<file path="src/sv/door_opener_controller_assert.svh">
// assertion macros for the door opener controller
`ifndef DOOR_OPENER_CONTROLLER_ASSERT_SVH
`define DOOR_OPENER_CONTROLLER_ASSERT_SVH

`ifndef SYNTH

// check on a given clock and active-low reset
`define DOC_ASSERT_CLK(lbl, clk, rst_n, prop) \
    lbl: assert property (@(posedge clk) disable iff (!rst_n) (prop)) \
        else $error("door opener controller check failed");

// check on the block clock and reset
`define DOC_ASSERT(lbl, prop) \
    `DOC_ASSERT_CLK(lbl, i_clk, i_rst_n, prop)

`else

`define DOC_ASSERT_CLK(lbl, clk, rst_n, prop)

`define DOC_ASSERT(lbl, prop)

`endif

`endif

</file>
<file path="src/sv/doc_pkg.sv">
package doc_pkg;

    localparam int NUM_TMR   = 5;
    localparam int TMR_W     = 32;
    localparam int CFG_IDX_W = 3;

    typedef logic [TMR_W-1:0] t_tick;
    typedef t_tick t_per [NUM_TMR];

    typedef enum logic [2:0] {
        TMR_DEBOUNCE = 3'd0,
        TMR_REMOTE   = 3'd1,
        TMR_MOTOR    = 3'd2,
        TMR_LIGHT    = 3'd3,
        TMR_ALERT    = 3'd4
    } t_tmr;

    typedef enum logic [3:0] {
        MODE_IDLE         = 4'd0,
        MODE_OPENED       = 4'd1,
        MODE_CLOSED       = 4'd2,
        MODE_OPENING      = 4'd3,
        MODE_CLOSING      = 4'd4,
        MODE_STOP_OPENING = 4'd5,
        MODE_STOP_CLOSING = 4'd6,
        MODE_FLOATING     = 4'd7,
        MODE_ERROR        = 4'd8
    } t_mode;

    typedef enum logic [2:0] {
        FUNC_TICK         = 3'd0,
        FUNC_OPEN_LIMIT   = 3'd1,
        FUNC_CLOSED_LIMIT = 3'd2,
        FUNC_BUTTON       = 3'd3,
        FUNC_REMOTE       = 3'd4,
        FUNC_STARTUP      = 3'd5
    } t_func;

    // bit 0 drives up, bit 1 drives down
    typedef enum logic [1:0] {
        RELAY_OFF  = 2'd0,
        RELAY_UP   = 2'd1,
        RELAY_DOWN = 2'd2
    } t_relay;

    localparam t_per PER_RST = '{32'd100, 32'd500, 32'd30000, 32'd300000, 32'd600000};

    // working copy of the controller state while one event is processed
    typedef struct packed {
        t_mode                    mode;
        t_relay                   relay;
        logic                     lamp;
        t_tick [NUM_TMR-1:0]      cnt;
        logic  [NUM_TMR-1:0]      pend;
    } t_ctx;

    typedef struct packed {
        logic  relay_up;
        logic  relay_down;
        logic  lamp;
        t_mode door_state;
        logic  status_pulse;
        logic  alert_pulse;
    } t_res;

    // loading a timer also drops an expiry of it that is still waiting
    function automatic t_ctx f_start(t_ctx c, t_tmr k, t_tick p);
        t_ctx r;
        r         = c;
        r.cnt[k]  = (p == '0) ? t_tick'(1) : p;
        r.pend[k] = 1'b0;
        return r;
    endfunction

    function automatic t_ctx f_stop(t_ctx c, t_tmr k);
        t_ctx r;
        r         = c;
        r.cnt[k]  = '0;
        r.pend[k] = 1'b0;
        return r;
    endfunction

    function automatic t_ctx f_light_on(t_ctx c, t_per per);
        t_ctx r;
        r      = f_start(c, TMR_LIGHT, per[TMR_LIGHT]);
        r.lamp = 1'b1;
        return r;
    endfunction

    function automatic t_ctx f_motor(t_ctx c, t_per per, t_relay dir);
        t_ctx r;
        r       = f_start(c, TMR_MOTOR, per[TMR_MOTOR]);
        r       = f_light_on(r, per);
        r.relay = dir;
        return r;
    endfunction

    function automatic t_ctx f_motor_stop(t_ctx c, t_per per);
        t_ctx r;
        r       = f_stop(c, TMR_MOTOR);
        r       = f_light_on(r, per);
        r.relay = RELAY_OFF;
        return r;
    endfunction

    function automatic t_ctx f_toggle(t_ctx c, t_per per);
        t_ctx r;
        r = f_start(c, TMR_ALERT, per[TMR_ALERT]);
        unique case (r.mode)
            MODE_OPENED, MODE_STOP_OPENING: begin
                r      = f_motor(r, per, RELAY_DOWN);
                r.mode = MODE_CLOSING;
            end
            MODE_OPENING: begin
                r      = f_motor_stop(r, per);
                r.mode = MODE_STOP_OPENING;
            end
            MODE_CLOSING: begin
                r      = f_motor_stop(r, per);
                r.mode = MODE_STOP_CLOSING;
            end
            MODE_ERROR: begin
                r = r;
            end
            default: begin
                r      = f_motor(r, per, RELAY_UP);
                r.mode = MODE_OPENING;
            end
        endcase
        return r;
    endfunction

endpackage

</file>
<file path="src/sv/door_opener_controller.sv">
// an accepted input transaction's result is registered in the result buffer and driven from there to the output port
// throughput: one transaction per cycle while the input is not stalled; the whole event is one pass of logic
// between the state registers and the result register
// a two-entry result buffer (output register plus skid) takes one more transaction
// after the output stalls, then stalls the input; reset (synchronous, active low): idle,
// relays and lamp off, all timers stopped, periods at their defaults, result buffer empty
`include "door_opener_controller_assert.svh"

module door_opener_controller (
    input  logic                          i_clk,
    input  logic                          i_rst_n,
    // configuration write port
    input  logic                          i_cfg_we,
    input  logic [doc_pkg::CFG_IDX_W-1:0] i_cfg_index,
    input  logic [doc_pkg::TMR_W-1:0]     i_cfg_data,
    // event channel
    input  logic                          i_in_valid,
    output logic                          o_in_stall,
    input  logic [2:0]                    i_func,
    input  logic                          i_open_limit_level,
    input  logic                          i_closed_limit_level,
    input  logic                          i_button_level,
    // result channel
    output logic                          o_out_valid,
    input  logic                          i_out_stall,
    output logic                          o_relay_up,
    output logic                          o_relay_down,
    output logic                          o_lamp,
    output logic [3:0]                    o_door_state,
    output logic                          o_status_pulse,
    output logic                          o_alert_pulse
);
    import doc_pkg::*;

    // controller state
    t_per                r_per;
    t_mode               r_mode;
    t_relay              r_relay;
    logic                r_lamp;
    t_tick [NUM_TMR-1:0] r_cnt;

    // next state from the current event
    t_mode               n_mode;
    t_relay              n_relay;
    logic                n_lamp;
    t_tick [NUM_TMR-1:0] n_cnt;
    t_res                n_res;

    // result buffer: output register plus skid entry
    t_res                r_out;
    logic                r_out_valid;
    t_res                r_skd;
    logic                r_skd_valid;

    logic                in_accept;
    logic                out_take;

    // input only stalls once the skid entry is occupied
    assign o_in_stall = r_skd_valid;
    assign in_accept  = i_in_valid && !r_skd_valid;
    assign out_take   = r_out_valid && !i_out_stall;

    // next-state logic: one event walks through the handlers in order
    always_comb begin
        t_ctx c;
        logic status;
        logic alert;
        logic open_act;
        logic closed_act;
        logic button_act;

        open_act   = !i_open_limit_level;
        closed_act = !i_closed_limit_level;
        button_act = !i_button_level;

        c.mode  = r_mode;
        c.relay = r_relay;
        c.lamp  = r_lamp;
        c.cnt   = r_cnt;
        c.pend  = '0;
        status  = 1'b0;
        alert   = 1'b0;

        unique case (t_func'(i_func))
            FUNC_TICK: begin
                // count down every running timer, mark the ones that just ran out
                for (int k = 0; k < NUM_TMR; k++) begin
                    if (c.cnt[k] != '0) begin
                        c.cnt[k] = c.cnt[k] - t_tick'(1);
                        if (c.cnt[k] == '0) begin
                            c.pend[k] = 1'b1;
                        end
                    end
                end
                // expiries in fixed order; a handler that reloads or stops a later
                // timer cancels that timer's expiry for this tick
                if (c.pend[TMR_DEBOUNCE]) begin
                    c.pend[TMR_DEBOUNCE] = 1'b0;
                    if (button_act) begin
                        c      = f_toggle(c, r_per);
                        status = 1'b1;
                    end
                end
                if (c.pend[TMR_REMOTE]) begin
                    c.pend[TMR_REMOTE] = 1'b0;
                    c      = f_toggle(c, r_per);
                    status = 1'b1;
                end
                if (c.pend[TMR_MOTOR]) begin
                    c.pend[TMR_MOTOR] = 1'b0;
                    // run limit reached: force the relays off
                    c = f_motor_stop(c, r_per);
                end
                if (c.pend[TMR_LIGHT]) begin
                    c.pend[TMR_LIGHT] = 1'b0;
                    c.lamp = 1'b0;
                end
                if (c.pend[TMR_ALERT]) begin
                    c.pend[TMR_ALERT] = 1'b0;
                    // door left alone too long: alert and toggle on its own
                    c      = f_toggle(c, r_per);
                    status = 1'b1;
                    alert  = 1'b1;
                end
            end
            FUNC_OPEN_LIMIT: begin
                if (open_act) begin
                    c      = f_motor_stop(c, r_per);
                    c.mode = MODE_OPENED;
                    status = 1'b1;
                end
            end
            FUNC_CLOSED_LIMIT: begin
                if (closed_act) begin
                    c      = f_motor_stop(c, r_per);
                    c.mode = MODE_CLOSED;
                    c      = f_stop(c, TMR_ALERT);
                    status = 1'b1;
                end
            end
            FUNC_BUTTON: begin
                // recheck the level after the debounce time
                if (button_act) begin
                    c = f_start(c, TMR_DEBOUNCE, r_per[TMR_DEBOUNCE]);
                end
            end
            FUNC_REMOTE: begin
                c = f_start(c, TMR_REMOTE, r_per[TMR_REMOTE]);
            end
            FUNC_STARTUP: begin
                // closed limit wins if both switches read active
                if (open_act) begin
                    c.relay = RELAY_OFF;
                    c.mode  = MODE_OPENED;
                end
                if (closed_act) begin
                    c.relay = RELAY_OFF;
                    c.mode  = MODE_CLOSED;
                end
            end
            default: begin
                c = c;
            end
        endcase

        n_mode  = c.mode;
        n_relay = c.relay;
        n_lamp  = c.lamp;
        n_cnt   = c.cnt;

        n_res.relay_up     = c.relay[0];
        n_res.relay_down   = c.relay[1];
        n_res.lamp         = c.lamp;
        n_res.door_state   = c.mode;
        n_res.status_pulse = status;
        n_res.alert_pulse  = alert;
    end

    // state and period registers
    always_ff @(posedge i_clk) begin
        if (!i_rst_n) begin
            r_per   <= PER_RST;
            r_mode  <= MODE_IDLE;
            r_relay <= RELAY_OFF;
            r_lamp  <= 1'b0;
            r_cnt   <= '0;
        end else begin
            // writes beyond the register list are dropped
            if (i_cfg_we && (int'(i_cfg_index) < NUM_TMR)) begin
                r_per[i_cfg_index] <= i_cfg_data;
            end
            if (in_accept) begin
                r_mode  <= n_mode;
                r_relay <= n_relay;
                r_lamp  <= n_lamp;
                r_cnt   <= n_cnt;
            end
        end
    end

    // result buffer control
    always_ff @(posedge i_clk) begin
        if (!i_rst_n) begin
            r_out_valid <= 1'b0;
            r_skd_valid <= 1'b0;
        end else begin
            if (r_skd_valid) begin
                // input is stalled; drain the skid entry once the output moves
                if (out_take) begin
                    r_skd_valid <= 1'b0;
                end
            end else if (!r_out_valid || out_take) begin
                r_out_valid <= in_accept;
            end else if (in_accept) begin
                r_skd_valid <= 1'b1;
            end
        end
    end

    // result buffer payload
    always_ff @(posedge i_clk) begin
        if (r_skd_valid) begin
            if (out_take) begin
                r_out <= r_skd;
            end
        end else if (!r_out_valid || out_take) begin
            if (in_accept) begin
                r_out <= n_res;
            end
        end else if (in_accept) begin
            r_skd <= n_res;
        end
    end

    // output drive
    always_comb begin
        o_out_valid    = r_out_valid;
        o_relay_up     = r_out.relay_up;
        o_relay_down   = r_out.relay_down;
        o_lamp         = r_out.lamp;
        o_door_state   = r_out.door_state;
        o_status_pulse = r_out.status_pulse;
        o_alert_pulse  = r_out.alert_pulse;
    end

    // skid entry is only ever filled behind a full output register
    `DOC_ASSERT(a_skid_behind_out, r_skd_valid |-> r_out_valid)
    // an event arriving while the output is held lands in the skid entry
    `DOC_ASSERT(a_skid_fill, (in_accept && r_out_valid && i_out_stall) |=> r_skd_valid)
    // a driven motor always has its run limit timer armed
    `DOC_ASSERT(a_motor_timed, (r_relay != RELAY_OFF) |-> (r_cnt[TMR_MOTOR] != '0))
    // a lit lamp always has its light-off timer armed
    `DOC_ASSERT(a_lamp_timed, r_lamp |-> (r_cnt[TMR_LIGHT] != '0))

endmodule
</file>
<file path="config.mk">
export PLATFORM = sky130hd
export DESIGN_NAME = door_opener_controller
export DESIGN_NICKNAME = d
export VERILOG_FILES = /design/src/sv/doc_pkg.sv /design/src/sv/door_opener_controller.sv
export VERILOG_INCLUDE_DIRS = /design/src /design/src/sv
export SDC_FILE = /design/constraint.sdc
export NUM_CORES = 1
export LEC_CHECK = 0
export BUFFER_PORTS_ARGS = -buffer_cell sky130_fd_sc_hd__buf_2
export CAP_MARGIN = 5
export CELL_PAD_IN_SITES_DETAIL_PLACEMENT = 0
export CELL_PAD_IN_SITES_GLOBAL_PLACEMENT = 1
export CORE_MARGIN = 10
export CORE_UTILIZATION = 50
export DETAILED_ROUTE_END_ITERATION = 10
export PLACE_DENSITY = 0.92
export SETUP_SLACK_MARGIN = 0.1
export SLEW_MARGIN = 10
export SYNTH_ARGS = -nofsm -noshare
export SYNTH_HDL_FRONTEND = slang
export SYNTH_SLANG_ARGS = --single-unit
</file>
<file path="constraint.sdc">
create_clock -name i_clk -period 10.4 [get_ports i_clk]
set_input_delay 0.52 -clock i_clk [delete_from_list [all_inputs] [get_ports i_clk]]
set_output_delay 0.52 -clock i_clk [all_outputs]
set_load 0.05 [all_outputs]
</file>
---- Word-level counts from Yosys, hierarchy flattened ----
Cells that the tools add are included.
word-level totals
  bits in registers ....................... 347
  output and inout bits ................... 11
operators by class
  bitwise gates (word level) .............. 7
  $add $sub $neg .......................... 5
  mux-type cells .......................... 60
  equality and inequality tests ........... 24
  order comparisons ....................... 3
  reduce and logical (&&, ||, !) cells .... 40
operator list
  operator                                              number
  case mux 172 bit (4 select lines)                     3
  2-to-1 mux 172 bit                                    9
  case mux 166 bit (5 select lines)                     1
  2-to-1 mux 32 bit                                     11
  logical NOT 32 bit                                    10
  2-to-1 mux 168 bit                                    1
  bitwise mux 160 bit                                   1
  nonzero test 32 bit                                   5
  subtractor 32 x 1 -> 32 bit (second input constant)   5
  demux 32 bit (select 3 bit)                           1
  2-to-1 mux 37 bit                                     1
  2-to-1 mux 9 bit                                      4
  case mux 6 bit (5 select lines)                       1
  equality test 4 x 3 -> 1 bit (second input constant)  6
  2-to-1 mux 1 bit                                      24
  AND reduction 6 bit                                   3
  equality test 4 x 1 -> 1 bit (second input constant)  3
  equality test 4 x 2 -> 1 bit (second input constant)  3
  equality test 4 bit (second input constant)           3
  2-to-1 mux 6 bit                                      2
  nonzero test 2 bit                                    5
  equality test 3 x 2 -> 1 bit (second input constant)  2
  equality test 3 bit (second input constant)           2
  != test 2 bit (second input constant)                 3
  other kinds (17)                                      30

---- Depth between registers and ports, before layout ----
  depth in word-level cells ............... 23
  mapped depth ............................ 20

---- Least setup slack after synthesis ----
Ideal clock, no wire load.
  path type ............................... reg-to-reg
  start point ............................. register r_cnt[0] in the netlist's numbering
  end point ............................... register r_cnt[75] in the netlist's numbering
  cell stages (with the launch flop) ...... 21
  path slack .............................. 5.586 ns
  data required time ...................... 10.278 ns
  arrival ................................. 4.692 ns
  clock period less this slack ............ 4.814 ns
  path through ............................ dfxtp_1 -> clkbuf_1 -> inv_1 -> ha_1 -> or3b_1 -> buf_2 -> or4_4 -> buf_6 -> o21a_1 -> or4_4 -> a2111oi_4 -> nand4_1 -> buf_2 -> and2_4 -> buf_6 -> a2bb2oi_1 -> and3_2 -> nor3_1 -> a221o_1 -> buf_6 -> a221o_1
on the way
  longest elaborated chain between the ends .. 18
RTL lines
  item                                                                                 RTL line                       text
  from (decl)                                                                          door_opener_controller.sv:40   t_tick [NUM_TMR-1:0] r_cnt;
  from (signal assigned)                                                               door_opener_controller.sv:196  r_cnt <= n_cnt;
  subtractor 32 x 1 -> 32 bit                                                          door_opener_controller.sv:89   c.cnt[k] = c.cnt[k] - t_tick'(1);
  logical NOT 32 bit                                                                   door_opener_controller.sv:90   if (c.cnt[k] == '0) begin
  2-to-1 mux 1 bit                                                                     door_opener_controller.sv:90
  2-to-1 mux 1 bit *                                                                   door_opener_controller.sv:88   if (c.cnt[k] != '0) begin
  2-to-1 mux 1 bit *                                                                   door_opener_controller.sv:84   unique case (t_func'(i_func))
  2-to-1 mux 172 bit *                                                                 door_opener_controller.sv:97   if (c.pend[TMR_DEBOUNCE]) begin
  2-to-1 mux 172 bit *                                                                 door_opener_controller.sv:84
  equality test 4 x 1 -> 1 bit / equality test 4 x 3 -> 1 bit (equally long branches)  --
  OR reduction 2 bit                                                                   --
  case mux 172 bit (4 select lines)                                                    doc_pkg.sv:109                 unique case (r.mode)
  2-to-1 mux 172 bit *                                                                 door_opener_controller.sv:104  if (c.pend[TMR_REMOTE]) begin
  2-to-1 mux 172 bit * (2 in series)                                                   door_opener_controller.sv:84
  equality test 4 x 1 -> 1 bit / equality test 4 x 3 -> 1 bit (equally long branches)  doc_pkg.sv:109
  OR reduction 2 bit                                                                   --
  case mux 172 bit (4 select lines)                                                    doc_pkg.sv:109
  2-to-1 mux 172 bit *                                                                 door_opener_controller.sv:118  if (c.pend[TMR_ALERT]) begin
  case mux 166 bit (5 select lines) *                                                  door_opener_controller.sv:84
Every way passes the cells marked *; elsewhere a longest branch is shown, timed or not. The select of a mux whose other input is x is not followed.
A chain may end at the register's enable or synchronous reset.

---- Worst setup path in the final report ----
  start point ............................. register r_cnt[32] in the netlist's numbering
  end point ............................... register r_cnt[102] in the netlist's numbering
on the way
  longest elaborated chain between the ends .. 16
RTL lines
  item                                                                                 RTL line                       text
  subtractor 32 x 1 -> 32 bit                                                          door_opener_controller.sv:89
  logical NOT 32 bit                                                                   door_opener_controller.sv:90
  2-to-1 mux 1 bit                                                                     door_opener_controller.sv:90
  2-to-1 mux 1 bit *                                                                   door_opener_controller.sv:88
  case mux 172 bit (4 select lines)                                                    doc_pkg.sv:109
  2-to-1 mux 172 bit                                                                   door_opener_controller.sv:99   if (button_act) begin
  2-to-1 mux 172 bit *                                                                 door_opener_controller.sv:97
  2-to-1 mux 172 bit *                                                                 door_opener_controller.sv:84
  2-to-1 mux 172 bit *                                                                 door_opener_controller.sv:104
  2-to-1 mux 172 bit * (2 in series)                                                   door_opener_controller.sv:84
  equality test 4 x 1 -> 1 bit / equality test 4 x 3 -> 1 bit (equally long branches)  doc_pkg.sv:109
  OR reduction 2 bit                                                                   --
  case mux 172 bit (4 select lines)                                                    doc_pkg.sv:109
  2-to-1 mux 172 bit *                                                                 door_opener_controller.sv:118
  case mux 166 bit (5 select lines) *                                                  door_opener_controller.sv:84
Marks and branches as above.

==> flow_summary.toml <==
[timing]
hold_ws_ps = 283
tns_ps = 0
fin_crit_ps = 6220
finalCritPeriodShare = 0.598
rsz0062_at_grt = "no"
finalHoldViolCount = 0
fmax_ghz = 0.161
slew_headroom = 0.170
setup_violations = 0
final_max_slew_viol_count = 0
finalClockSkew_ps = 29.9
worst_pin_slew_ps = 1240

[finish]
fin_nets = 2776
layout.cells.non_filler = 3276
fin_util = 0.550
drive_above_1_share = 0.0749
syn2layout_area_growth_pct = 9.40

[critical_path]
path_class = "flop to flop"
start_kind = "flop"
crit_path_frequent_cell = "a21o_1"
reg2regPathDepth = 14
critPathArrivalTime_ps = 6680
critPathSlowestCell = "a21o_1"
crit_cells = 14
path_cells = "inv_1 -> ha_1 -> nor3b_1 -> nand2b_1 -> or4_1 -> a22o_1 -> nor4bb_1 -> nand3b_1 -> nand3_2 -> buf_4 -> a21o_1 -> a21o_1 -> a221oi_1 -> a211oi_1"
crit_fanout = 41
worstReg2RegStart = "r_cnt[32]"
cp-end-kind = "flop"
startpoint = "r_cnt[32]"
critPathRequiredTime_ps = 10860
regToRegSetupSlack_ps = 4180
crit_family = "simple AND/OR/NAND/NOR gates"
timing.rr.end = "r_cnt[102]"
endpoint = "r_cnt[102]"
path_buf_inv = 2
cp_slowest_stage_delay_ps = 880

[power_and_ir_drop]
leakage_uw = 0.00795
combPwrFrac = 0.622
power_density_nw_per_um2 = 369
ir_drop_v = 0.000680
p_seq_frac = 0.201
power.share.switching = 0.478
clkPwrFrac = 0.176
total_power_uw = 8030
switchingPower_uw = 3840
p_int_uw = 4190

[yosys]
synth_seq_cells = 347
synthTopCellsByCount = "nand2_1, dfxtp_1, nor2_1"
ys_types = 87
seq_area_frac_synth = 0.358
synth_top_area_frac = 0.331
syn_area_sq_um = 19900
yosysMostFrequentCell = "nand2_1"
syn_inst = 2779
synth.area.top_cells = "dfxtp_1, nand2_1, a21oi_1, nor2_1, o21ai_0"
ys_warn_count = 0
syn_nets = 2836
synth-async-reset-ratio = 0
yosysTopAreaCell = "dfxtp_1"
synth-edff-count = 18
synth_ff_type = "dfxtp_1"
syn_area_per_cell_sq_um = 7.16

[routing]
dr.pass1.iters = 9
viasPerCell = 6.42
drcViolationCount = 2
drt_iter0_markers = 2376
wirelength_um = 70000
num_vias = 21000
drtAntennaViolNets = 0
wire_per_inst_um = 21.4

[global_routing]
antenna_found_initial = 4
grt_start_max_net_pins = 93
grt_pass1_wl_um = 109000
gr-usage-all-layers = 0.280
grt-ovfl-total = 0
grt_pass1_vias = 19000

[min_path]
hold_class = "primary input to flop"

[place]
numPortBuffers = 56
place_congestion = 0.940
dp_hpwl_um = 48600
dp_cells = 3201

[cts]
clockBufferDepth = 3
cts_tree = "yes"
cts_buffers = 40
ctsHoldBuffers = 0
clock-root-buffer = "clkbuf_16"
clock_latency_ps = 570
cts_resized = 0
path_clk_slew_ps = 60
htreeDepth = 2
post_cts_buffers = 0
clock-sinks = 347

[floorplanning]
coreArea_sq_um = 39500
initial_utilization = 0.503
die_h_um = 219
ioPinCount = 57
rows = 73
die-area_sq_um = 48200
die_width_um = 219

[flow_run]
max-cap-violations = 0

[outcome]
violations = "DRC"
outcome = "complete, but fails checks"
==> routing by layer <==
layer  vias to the layer above  GRT usage  wire [um]
met2                       947      0.454      32400
li1                       9909          -          -
met4                         4     0.0892       1980
met1                     10000      0.368      29800
met5                         -          0         24
met3                       132     0.0540       5850
==> worst min-delay path, stage by stage <==
cell	delay [ps]
buf_2	160
nand2_1	70
a21oi_1	50
==> how the worst min path moves through the flow <==
stage,start,depth (start not counted),to,slack [ps]
3_5_place_dp,r_per[158],2,r_per[158],470
4_1_cts,i_cfg_data[20],3,r_per[84],250
6_report,i_cfg_data[22],3,r_per[86],280
2_1_floorplan,r_per[30],2,r_per[30],440
3_3_place_gp,r_per[152],2,r_per[152],460
5_1_grt,i_cfg_data[13],3,r_per[141],290
==> power groups by stage <==
stage               Sequential, uW  Combinational (uW)  Clock (uW)
detailed placement            1640                4870           0
global route                  1630                5540        1490
finish                        1620                5000        1410
floorplan                     1570                3860           0
global placement              1630                4810           0
CTS                           1610                4910        1430
==> metrics by stage <==
| stage | instance area, sq um | setup slack (ps) |
|---|---|---|
| detailed placement | 20400 | 4320 |
| global placement | 20400 | 4560 |
| global route | 21800 | 3690 |
| CTS | 21700 | 4280 |
| floorplan | 19900 | 5590 |
| finish | 21800 | 4180 |
==> flip-flops by register name, summed over array words and instances, names as in the netlist <==
name,cells
r_mode,4
o_in_stall,1
o_relay_up,1
r_cnt,160
r_relay,2
o_relay_down,1
o_status_pulse,1
o_door_state,4
r_lamp,1
r_skd,9
o_out_valid,1
r_per,160
o_lamp,1
o_alert_pulse,1
==> placed cells by master, fill, tap and decap left out, types with 39 or more instances in the layout <==
master / n
dfxtp_1: 329
nor2_1: 304
xnor2_1: 45
clkbuf_16: 42
nand4_1: 39
nand2_1: 523
nor3_1: 123
nor4_1: 103
o21ai_0: 165
nand3_1: 82
a22oi_1: 41
a21oi_1: 287
buf_2: 56
==> layout make-up <==
type / count / area, sq um
antenna: 2 / 5.00
clock buffer: 54 / 1130
clock inverter: 18 / 174
fill: 3821 / 17800
inverter: 36 / 143
multi-input combinational: 2199 / 11900
sequential: 347 / 7130
tap: 525 / 657
timing repair buffer: 95 / 593
==> cells by family after synthesis <==
kind of cell,share of synthesized area
buffers and inverters,0.0459
adders and majority gates,0.00692
muxes,0.00786
and+or+nand+nor,0.322
DFF,0.358
xor gates and xnor gates,0.0321
AOI/OAI and AO/OA,0.227
Note: power is estimated with default switching activity, not from simulation.
